[src/design/wdq_pkg.sv]
// Package for the weight dequantizer: modes, state codes, block size and
// the FP16 to FP32 conversion. Used by wdq_mul, weight_dequantizer_top and the testbench.
package wdq_pkg;

  localparam int BlockWeights = 32;
  localparam int QaddrW = $clog2(BlockWeights);
  localparam int PhaseW = $clog2(BlockWeights + 2);
  localparam logic [31:0] CanonNan = 32'h7FC0_0000;

  typedef enum logic [1:0] {
    MODE_F32 = 2'd0,
    MODE_F16 = 2'd1,
    MODE_Q8  = 2'd2,
    MODE_OFF = 2'd3
  } mode_t;

  typedef enum logic [0:0] {
    ST_INTAKE = 1'b0,
    ST_EMIT   = 1'b1
  } state_t;

  localparam logic CfgIdxMode  = 1'b0;
  localparam logic CfgIdxCount = 1'b1;

  // Exact half to single conversion; exponent 31 gives signed infinity.
  function automatic logic [31:0] half_to_single(input logic [15:0] h);
    logic [4:0]  ex;
    logic [9:0]  man;
    logic [31:0] res;
    logic [3:0]  top;
    ex  = h[14:10];
    man = h[9:0];
    res = {h[15], 31'd0};
    top = 4'd0;
    if (ex == 5'h1F) begin
      res[30:23] = 8'hFF;
    end else if (ex != 5'd0) begin
      res[30:23] = {3'd0, ex} + 8'd112;
      res[22:13] = man;
    end else if (man != 10'd0) begin
      for (int i = 0; i < 10; i++) begin
        if (man[i]) top = 4'(i);
      end
      res[30:23] = {4'd0, top} + 8'd103;
      res[22:0]  = 23'({13'd0, man} << (5'd23 - {1'b0, top}));
    end
    return res;
  endfunction

endpackage

[src/design/wdq_ram.sv]
// Quant byte store: one write port, one registered read port with enable.
// Generic; no package use.
module wdq_ram #(
  parameter int Depth = 32,
  parameter int Width = 8
) (
  input  logic                     clk,
  input  logic                     wr_en,
  input  logic [$clog2(Depth)-1:0] wr_addr,
  input  logic [Width-1:0]         wr_data,
  input  logic                     rd_en,
  input  logic [$clog2(Depth)-1:0] rd_addr,
  output logic [Width-1:0]         rd_data
);
  logic [Width-1:0] mem [Depth];

  always_ff @(posedge clk) begin
    if (wr_en) mem[wr_addr] <= wr_data;
    if (rd_en) rd_data <= mem[rd_addr];
  end
endmodule

[src/design/wdq_mul.sv]
// Quant times scale: an exact 8 by 24 bit product, then renormalized into
// a single. Uses wdq_pkg. One register stage inside, loaded when en is high.
module wdq_mul
  import wdq_pkg::*;
(
  input  logic        clk,
  input  logic        en,
  input  logic [7:0]  quant,
  input  logic [31:0] scale,
  output logic [31:0] prod
);
  logic        sgn, s_inf, q_zero;
  logic [7:0]  qmag;
  logic [23:0] smant;
  logic [8:0]  sexp;
  logic [31:0] m_r;
  logic [9:0]  e_r;
  logic        sgn_r, inf_r, zero_r, nan_r;
  logic [4:0]  lead;
  logic [31:0] norm;
  logic [9:0]  ex;

  always_comb begin
    qmag   = quant[7] ? 8'(-quant) : quant;
    sgn    = quant[7] ^ scale[31];
    s_inf  = scale[30:23] == 8'hFF;
    q_zero = quant == 8'd0;
    // Subnormal singles never come from a half, but keep it generic.
    smant  = {scale[30:23] != 8'd0, scale[22:0]};
    sexp   = (scale[30:23] == 8'd0) ? 9'd1 : {1'b0, scale[30:23]};
  end

  always_ff @(posedge clk) begin
    if (en) begin
      m_r    <= {8'd0, smant} * {24'd0, qmag};
      e_r    <= {1'b0, sexp};
      sgn_r  <= sgn;
      inf_r  <= s_inf;
      zero_r <= q_zero;
      nan_r  <= s_inf && q_zero;
    end
  end

  always_comb begin
    lead = 5'd0;
    for (int i = 0; i < 32; i++) begin
      if (m_r[i]) lead = 5'(i);
    end
    // Value is m * 2^(e-150); the leading one lands at bit 23.
    norm = (lead >= 5'd23) ? (m_r >> (lead - 5'd23)) : (m_r << (5'd23 - lead));
    ex   = e_r + {5'd0, lead} - 10'd23;
    if (nan_r)
      prod = CanonNan;
    else if (inf_r)
      prod = {sgn_r, 8'hFF, 23'd0};
    else if (zero_r || m_r == 32'd0)
      prod = {sgn_r, 31'd0};
    else
      prod = {sgn_r, ex[7:0], norm[22:0]};
  end
endmodule

[src/design/weight_dequantizer_top.sv]
// Weight dequantizer top level: control, gather, quant store and output.
// Uses wdq_pkg, wdq_ram and wdq_mul.
//
//  channel | direction | handshake        | payload
//  in_     | input     | in_valid/stall   | in_data_byte[7:0]
//  out_    | output    | out_valid/stall  | weight_bits, run_last, tensor_last
//  cfg_    | input     | cfg_wr_en        | cfg_index, cfg_wdata[31:0]
//
// F32 and F16 bytes are taken without a stall until a byte completes a word;
// intake then stalls while the word waits in the output register.
// A Q8_0 block of n weights takes n quant bytes and two scale bytes, then its
// n entries are read out through the RAM read register, the multiplier
// register and the output register. Intake stops during emission.
// Reset is synchronous and clears control state; quant store is not cleared.
// An output stall freezes the emission pipeline while the output register holds a word.
module weight_dequantizer_top
  import wdq_pkg::*;
(
  input  logic        clk,
  input  logic        rst_n,
  input  logic        in_valid,
  output logic        in_stall,
  input  logic [7:0]  in_data_byte,
  output logic        out_valid,
  input  logic        out_stall,
  output logic [31:0] out_weight_bits,
  output logic        out_run_last,
  output logic        out_tensor_last,
  input  logic        cfg_wr_en,
  input  logic        cfg_index,
  input  logic [31:0] cfg_wdata
);
  mode_t        mode_r;
  logic [31:0]  count_r, done_r, done_nxt;
  logic [23:0]  gather_r, gather_nxt;
  logic [PhaseW-1:0] phase_r, phase_nxt;
  logic [7:0]   slow_r, slow_nxt;
  state_t       state_r, state_nxt;
  logic [31:0]  scale_r, scale_nxt;
  logic [PhaseW-1:0] blk_r, blk_nxt, ecnt_r, ecnt_nxt;
  // Emission pipeline: s1 = RAM read issued, s2 = product ready.
  logic         v1_r, v2_r, v1_nxt, v2_nxt;
  logic         l1_r, l2_r, l1_nxt, l2_nxt, t1_r, t2_r, t1_nxt, t2_nxt;
  logic         ov_r, ov_nxt, orl_r, orl_nxt, otl_r, otl_nxt;
  logic [31:0]  ow_r, ow_nxt;
  logic [7:0]   qrd;
  logic [31:0]  prod;
  logic         wr_en, acc, adv, fin;
  logic [31:0]  cnt, left;
  logic [PhaseW-1:0] blk;
  logic [31:0]  word;

  assign cnt  = (count_r == 32'd0) ? 32'd1 : count_r;
  assign left = (cnt > done_r) ? cnt - done_r : 32'd1;
  assign blk  = (left < 32'(BlockWeights)) ? PhaseW'(left) : PhaseW'(BlockWeights);
  assign acc  = in_valid && !in_stall;
  // The pipeline moves when the output register is free or being drained.
  assign adv  = !ov_r || !out_stall;

  assign in_stall = (state_r == ST_EMIT) || v1_r || v2_r || ov_r;

  always_ff @(posedge clk) begin
    if (!rst_n) begin
      mode_r  <= MODE_F32;
      count_r <= 32'd1;
    end else if (cfg_wr_en) begin
      if (cfg_index == CfgIdxMode) mode_r <= mode_t'(cfg_wdata[1:0]);
      else count_r <= cfg_wdata;
    end
  end

  wdq_ram #(.Depth(BlockWeights), .Width(8)) u_ram (
    .clk(clk), .wr_en(wr_en), .wr_addr(phase_r[QaddrW-1:0]), .wr_data(in_data_byte),
    .rd_en(adv), .rd_addr(ecnt_r[QaddrW-1:0]), .rd_data(qrd)
  );

  wdq_mul u_mul (.clk(clk), .en(adv), .quant(qrd), .scale(scale_r), .prod(prod));

  always_comb begin
    state_nxt = state_r;  gather_nxt = gather_r; phase_nxt = phase_r;
    slow_nxt = slow_r;    done_nxt = done_r;     scale_nxt = scale_r;
    blk_nxt = blk_r;      ecnt_nxt = ecnt_r;
    v1_nxt = v1_r; v2_nxt = v2_r; l1_nxt = l1_r; l2_nxt = l2_r;
    t1_nxt = t1_r; t2_nxt = t2_r;
    ov_nxt = ov_r; ow_nxt = ow_r; orl_nxt = orl_r; otl_nxt = otl_r;
    wr_en = 1'b0;
    fin = left <= 32'd1;
    word = 32'd0;
    if (ov_r && !out_stall) ov_nxt = 1'b0;
    unique case (state_r)
      ST_INTAKE: begin
        if (acc) begin
          unique case (mode_r)
            MODE_F32, MODE_F16: begin
              if (phase_r < ((mode_r == MODE_F32) ? PhaseW'(3) : PhaseW'(1))) begin
                gather_nxt = 24'({8'd0, gather_r} |
                             ({24'd0, in_data_byte} << {phase_r[1:0], 3'd0}));
                phase_nxt = phase_r + 1'b1;
              end else begin
                if (mode_r == MODE_F32) word = {in_data_byte, gather_r};
                else word = half_to_single({in_data_byte, gather_r[7:0]});
                ov_nxt = 1'b1; ow_nxt = word; orl_nxt = 1'b1; otl_nxt = fin;
                done_nxt = fin ? 32'd0 : done_r + 32'd1;
                gather_nxt = 24'd0; phase_nxt = '0;
              end
            end
            MODE_Q8: begin
              if (phase_r < blk) begin
                wr_en = 1'b1;
                phase_nxt = phase_r + 1'b1;
              end else if (phase_r == blk) begin
                slow_nxt = in_data_byte;
                phase_nxt = phase_r + 1'b1;
              end else begin
                scale_nxt = half_to_single({in_data_byte, slow_r});
                blk_nxt = blk; ecnt_nxt = '0;
                state_nxt = ST_EMIT;
                phase_nxt = '0; slow_nxt = 8'd0;
              end
            end
            default: ;
          endcase
        end
      end
      ST_EMIT: begin
        if (adv) begin
          // Issue read of entry ecnt_r; tensor end comes from the count.
          v1_nxt = 1'b1;
          t1_nxt = fin;
          l1_nxt = fin || (ecnt_r + 1'b1 == blk_r);
          done_nxt = fin ? 32'd0 : done_r + 32'd1;
          ecnt_nxt = ecnt_r + 1'b1;
          if (l1_nxt) state_nxt = ST_INTAKE;
        end
      end
      default: ;
    endcase
    if (adv) begin
      if (state_r != ST_EMIT) v1_nxt = 1'b0;
      v2_nxt = v1_r; l2_nxt = l1_r; t2_nxt = t1_r;
      if (v2_r) begin
        ov_nxt = 1'b1; ow_nxt = prod; orl_nxt = l2_r; otl_nxt = t2_r;
      end
    end
  end

  always_ff @(posedge clk) begin
    if (!rst_n) begin
      state_r <= ST_INTAKE; gather_r <= '0; phase_r <= '0; slow_r <= '0;
      done_r <= '0; v1_r <= 1'b0; v2_r <= 1'b0; ov_r <= 1'b0;
    end else begin
      state_r <= state_nxt; gather_r <= gather_nxt; phase_r <= phase_nxt;
      slow_r <= slow_nxt; done_r <= done_nxt; v1_r <= v1_nxt; v2_r <= v2_nxt;
      ov_r <= ov_nxt;
    end
  end

  always_ff @(posedge clk) begin
    scale_r <= scale_nxt; blk_r <= blk_nxt; ecnt_r <= ecnt_nxt;
    l1_r <= l1_nxt; l2_r <= l2_nxt; t1_r <= t1_nxt; t2_r <= t2_nxt;
    ow_r <= ow_nxt; orl_r <= orl_nxt; otl_r <= otl_nxt;
  end

  assign out_valid       = ov_r;
  assign out_weight_bits = ow_r;
  assign out_run_last    = orl_r;
  assign out_tensor_last = otl_r;
endmodule

[config.mk]
export PLATFORM = sky130hd
export DESIGN_NAME = weight_dequantizer_top
export DESIGN_NICKNAME = d
export VERILOG_FILES = /design/src/design/wdq_pkg.sv /design/src/design/wdq_ram.sv /design/src/design/wdq_mul.sv /design/src/design/weight_dequantizer_top.sv
export SDC_FILE = /design/constraint.sdc
export NUM_CORES = 1
export LEC_CHECK = 0
export ABC_CLOCK_PERIOD_IN_PS = 20800
export BUFFER_PORTS_ARGS = -buffer_cell sky130_fd_sc_hd__buf_2
export CAP_MARGIN = 20
export CORE_UTILIZATION = 38
export CTS_CLUSTER_SIZE = 24
export DETAILED_ROUTE_END_ITERATION = 10
export GPL_ROUTABILITY_DRIVEN = 0
export RECOVER_POWER = 100
export SLEW_MARGIN = 20
export SYNTH_ARGS = -nofsm -noshare
export SYNTH_HDL_FRONTEND = slang
export SYNTH_SLANG_ARGS = --single-unit
[constraint.sdc]
create_clock -name clk -period 20.8 [get_ports clk]
set_clock_uncertainty 0.2 [all_clocks]
set_input_delay 4.16 -clock clk [delete_from_list [all_inputs] [get_ports clk]]
set_output_delay 4.16 -clock clk [all_outputs]
set_load 0.05 [all_outputs]
; Word level (Yosys, flattened, before mapping)
; Memory sizes are Yosys's and may differ from the RTL's. A register that Yosys moved wholly into a read port is not among the register bits.
; Index checks and enable logic that the tools add are counted.
[op_classes]
addsub = 14
multipliers = 1
n_lt_le_gt_ge = 6
n_eq_ne = 13
n_shift = 5
n_mux = 142
bitwise = 7
reduce_logical = 33
[ops]
columns = op, count
row1 = $mux W32, 14
row2 = $mux W4, 40
row3 = $mux W31, 5
row4 = $mux W5, 16
row5 = $logic_not A32 Y1, 2
row6 = $pmux W32 S2, 1
row7 = $mux W6, 9
row8 = $mux W23, 2
row9 = $shl A10 B5 Y23, 2
row10 = $mux W1, 38
row11 = $mux W18, 2
row12 = $add A32 B1 Y32 const B, 1
row13 = $gt A32 B32 Y1, 1
row14 = $le A32 B1 Y1 const B, 1
row15 = $lt A32 B6 Y1 const B, 1
row16 = $mul A24 B8 Y32, 1
row17 = $shl A32 B5 Y23, 1
row18 = $shr A32 B5 Y23, 1
row19 = $sub A32 B32 Y32, 1
row20 = $mux W24, 1
row21 = $mux W8, 3
row22 = $or A24 B24 Y24, 1
row23 = $pmux W6 S2, 2
row24 = $shl A8 B5 Y24, 1
row25 = other kinds (40), 74
[totals]
regBits = 234
ram_bits = 256
inputBits = 46
output_inout_bits = 36
elab_cells = 250
memories = 1
[memory_table]
columns = memory, words, width, rd, rd_ports_with_merged_regs, write_ports, line_no
row1 = u_ram.mem, 32, 8, 1, 1, 1, wdq_ram.sv:15  ; logic [Width-1:0] mem [Depth];

; Longest topological paths before layout
[logic_depth]
word_depth = 39
depth_mapped = 29
depth_no_buf = 28

; By module
; From an unflattened synthesis, not the netlist that was laid out.
[unflattened]
hier_cells = 3259
area_unflattened_um2 = 33161.8
[by_module_without_submodules]
columns = module, n_inst, cells_each, area_per_inst_um2, seq_area_each_um2
row1 = wdq_mul, 1, 1448, 11697.5, 1321.3
row2 = weight_dequantizer_top, 1, 1394, 11330.9, 4254.1
row3 = wdq_ram, 1, 417, 10133.5, 7927.6

; Worst setup path before layout
; Ideal clock, no wire load.
[synth_path]
path_kind = input port to flip-flop
startpoint = input out_stall
endpoint = register done_r[30]
setup_ns = 0.086
arrival_ns = 7.092
required_time_ns = 20.514
path_slack_ns = 13.422
path_stages = 10
path_buffers = 0
path_cell_list = nand2_1 nand2_1 inv_1 o21ai_0 nor3_1 nand4_1 nor2_1 nand4_1 xnor2_1 a211oi_1
[synth_between]
elab_chain_len = 4
[synth_lines]
columns = element, line_no
row1 = from (decl), weight_dequantizer_top.sv:25  ; input logic out_stall,
row2 = $logic_not A1 Y1, weight_dequantizer_top.sv:58  ; assign adv = !ov_r || !out_stall;
row3 = $logic_or A1 B1 Y1, weight_dequantizer_top.sv:58
row4 = $ne A2 B1 Y1 (no source line), n/a
row5 = $reduce_and A4 Y1 (no source line), n/a
row6 = to (signal assigned), weight_dequantizer_top.sv:153  ; slow_r <= slow_nxt; done_r <= done_nxt; v1_r <= v1_nxt; v2_r <= v2_nxt;
row7 = to (decl), weight_dequantizer_top.sv:34  ; logic [31:0] count_r, done_r, done_nxt;
; No other way between the ends.
; A chain may end at the register's enable or synchronous reset.

; Worst setup path after layout
[layout_path]
startpoint = input out_stall
endpoint = register ow_r[4], in the netlist out_weight_bits[4]
[layout_between]
elab_chain_len = 3
[layout_lines]
columns = element, line_no
row1 = $logic_not A1 Y1, weight_dequantizer_top.sv:58
row2 = $logic_or A1 B1 Y1, weight_dequantizer_top.sv:58
row3 = $mux W32, weight_dequantizer_top.sv:138  ; if (adv) begin
row4 = named net ow_nxt[4], weight_dequantizer_top.sv:45  ; logic [31:0] ow_r, ow_nxt;
row5 = to (signal assigned), weight_dequantizer_top.sv:161  ; ow_r <= ow_nxt; orl_r <= orl_nxt; otl_r <= otl_nxt;
row6 = to (decl), weight_dequantizer_top.sv:45
; The timed path passes the listed nets, and every way through them passes these cells.

==> results.json <==
{
  "status": "finished, violations left",
  "failed_checks": "max-capacitance violations, max-slew violations",
  "io_pins": 82,
  "ys_async_sr_fraction_pct": 0,
  "yosys_most_used_dff": "edfxtp_1",
  "synth_cell_types": 97,
  "tns_ps": 0,
  "critPathBufInv": 3,
  "cts_max_level": 2,
  "core_um2": 83600,
  "netlist_area_um2": 32100,
  "setup_violations": 0,
  "numCtsBuffers": 53,
  "die-area_um2": 85600,
  "max_slew_margin_pct": -208,
  "clock_path_buffers": 3,
  "rsz0062_at_grt": "no",
  "firstDrtPassIters": 5,
  "area_growth_pct": 9.17,
  "critPathMaxStageDelay_ps": 2180,
  "initial_core_util_pct": 38.4,
  "grt_pass1_wl_um": 134000,
  "drive_gt1_share_pct": 9.99,
  "ys_seq_elements": 496,
  "leakage_uw": 0.0127,
  "max-vdd-ir-drop_mv": 0.230,
  "synth-seq-area-share_pct": 42.0,
  "cts.clk_slew.worst_paths_ps": 60,
  "fin_crit_sh_pct": 43.9,
  "hold_depth": 0,
  "synth_top_area_share_pct": 33.1,
  "antenna_left": 0,
  "maxSlewViolCount": 687,
  "fillers": 7990,
  "ys_warn_count": 0,
  "wl_um": 85000,
  "wl_per_cell_um": 20.5,
  "hold_ws_ps": 219,
  "first_iter_violations": 2109,
  "crit_family": "buffers and inverters",
  "final_cells": 4152,
  "cts_tree": "yes",
  "place_worst_setup_slack_ps": 13280,
  "cp.arrival_ps": 9440,
  "die_h_um": 292,
  "grt_pass1_vias": 23000,
  "cts_hold_buf": 0,
  "antenna_found_initial": 1,
  "finalHoldViolCount": 0,
  "num_vias": 23700,
  "synth_area_leaders": "edfxtp_1, dfxtp_1, fa_1",
  "worst_slew_pin_slew_ps": 4560,
  "grt-ovfl-total": 0,
  "vias_per_cell": 5.70,
  "path_cells": "clkbuf_1 -> nand2_2 -> clkbuf_1 -> nand2_1 -> clkbuf_1 -> nor2_1 -> nand3_1 -> nor2_1 -> o211ai_1 -> o221ai_1",
  "die-width_um": 292,
  "critical_path.slowest_cell": "clkbuf_1",
  "synth_cells": 3063,
  "post_cts_buffers": 0,
  "diodes": 0,
  "cp_max_fo": 59,
  "port_buffers": 81,
  "clk_latency_ps": 640,
  "start_kind": "primary input",
  "track_usage_pct": 19.7,
  "path_depth": 10,
  "ctsResizeCount": 0,
  "dp.cells": 4055,
  "yosys.area.top_type": "edfxtp_1",
  "cap_violations": 16,
  "end_kind": "flip-flop",
  "grt_max_degree": 67,
  "num_rows": 106,
  "reg2regPathDepth": 28,
  "setup_ws_ps": 11680,
  "required_ps": 21120,
  "synth_edf_count": 354,
  "critPathKind": "in -> reg",
  "clkSinkCount": 496,
  "fin_crit_ps": 9120,
  "root_buffer": "clkbuf_16",
  "power_density_nw_per_um2": 134,
  "num-nets-final": 3322,
  "fmax_mhz": 110,
  "cp_common_cell": "clkbuf_1",
  "hold_class": "reg -> reg",
  "hpwl_um": 59700,
  "drc": 0,
  "syn-mean-instance-area_um2": 10.5
}
cells in the mapped netlist (all sizes together) (86+ instances only):
master    n
a21oi   210
clkbuf  179
dfxtp   142
edfxtp  354
fa      134
ha      112
inv     217
mux4     99
nand2   341
nand3    90
nor2    210
nor2b    86
o21ai    88
stage by stage:
step	total power, uW	util [%]	cell area, um2
2_1_floorplan	3080	-	32100
3_3_place_gp	3660	39.9	33300
3_5_place_dp	3650	39.9	33300
4_1_cts	4680	42.1	35200
5_1_grt	4980	41.9	35000
6_report	4680	41.9	35000
worst reg2reg max path: cells and delay by family, from the launching register on:
| kind | cells | cell delay, ps |
|---|---|---|
| compound gates | 12 | 3080 |
| simple gates | 11 | 2890 |
| buf+inv | 2 | 1450 |
| fa+ha+maj | 3 | 750 |
| flops | 1 | 330 |
per-layer routing:
layer / wire length (um) / GRT usage, % / vias to the layer above
met1: 38500 / 28.1 / 11700
met5: 13 / 0 / -
met2: 39100 / 31.4 / 850
met3: 5580 / 2.81 / 119
li1: - / - / 11000
met4: 1750 / 4.71 / 2
registers in the layout (all words and copies together), names as in the netlist, 2 cells and up, named ones only:
name,cells
u_ram.mem,256
count_r,32
done_r,32
out_weight_bits,32
u_mul.m_r,32
scale_r,31
gather_r,24
slow_r,8
u_ram.rd_data,8
u_mul.e_r,7
blk_r,6
ecnt_r,6
phase_r,6
mode_r,2
logic make-up (layout without fill, tap and decap cells):
kind of cell	after synthesis	after routing	share of synthesized area (%)
fa+ha+maj	246	246	12.7
other cells	1	13	0.0117
xor+xnor	91	91	2.60
buf+inv	438	435	5.38
mux	193	193	9.98
flops	496	496	42.0
simple gates	978	978	14.5
compound gates	620	620	12.8
cell type report:
cell class | instances | area [um2] | area share [%]
Inverter | 219 | 825 | 2.36
Timing Repair Buffer | 119 | 576 | 1.64
Multi-Input combinational cell | 2141 | 16900 | 48.3
Clock inverter | 41 | 527 | 1.50
Sequential cell | 496 | 13500 | 38.5
Clock buffer | 56 | 1340 | 3.82
Tap cell | 1080 | 1350 | 3.86
where the power goes:
group / switching, uW / internal, uW / leakage [uW] / total [uW]
clock: 433 / 577 / 0.000880 / 1010
combinational: 1460 / 906 / 0.00734 / 2360
sequential: 117 / 1180 / 0.00445 / 1300
cells in the final DEF (no fill, tap or decap), types with 53 or more instances in the layout:
cell         n
a211oi_1    67
a21oi_1    207
clkbuf_1    61
clkbuf_16   53
dfxtp_1    142
edfxtp_1   354
fa_1       134
ha_1       112
inv_1      214
mux2i_1     71
mux4_2      99
nand2_1    339
nand3_1     89
nor2_1     210
nor2b_1     86
o21ai_0     84
xnor2_1     61
path summary, 6_finish.rpt:
path	startpoint	to	slack, ps
worst max-delay path	out_stall	out_weight_bits[4]	11680
worst min-delay path	t1_r	t2_r	220
worst max register to register	count_r[16]	ecnt_r[0]	11740
worst min register to register	t1_r	t2_r	220
No activity file was read; power rests on OpenSTA's default activity.
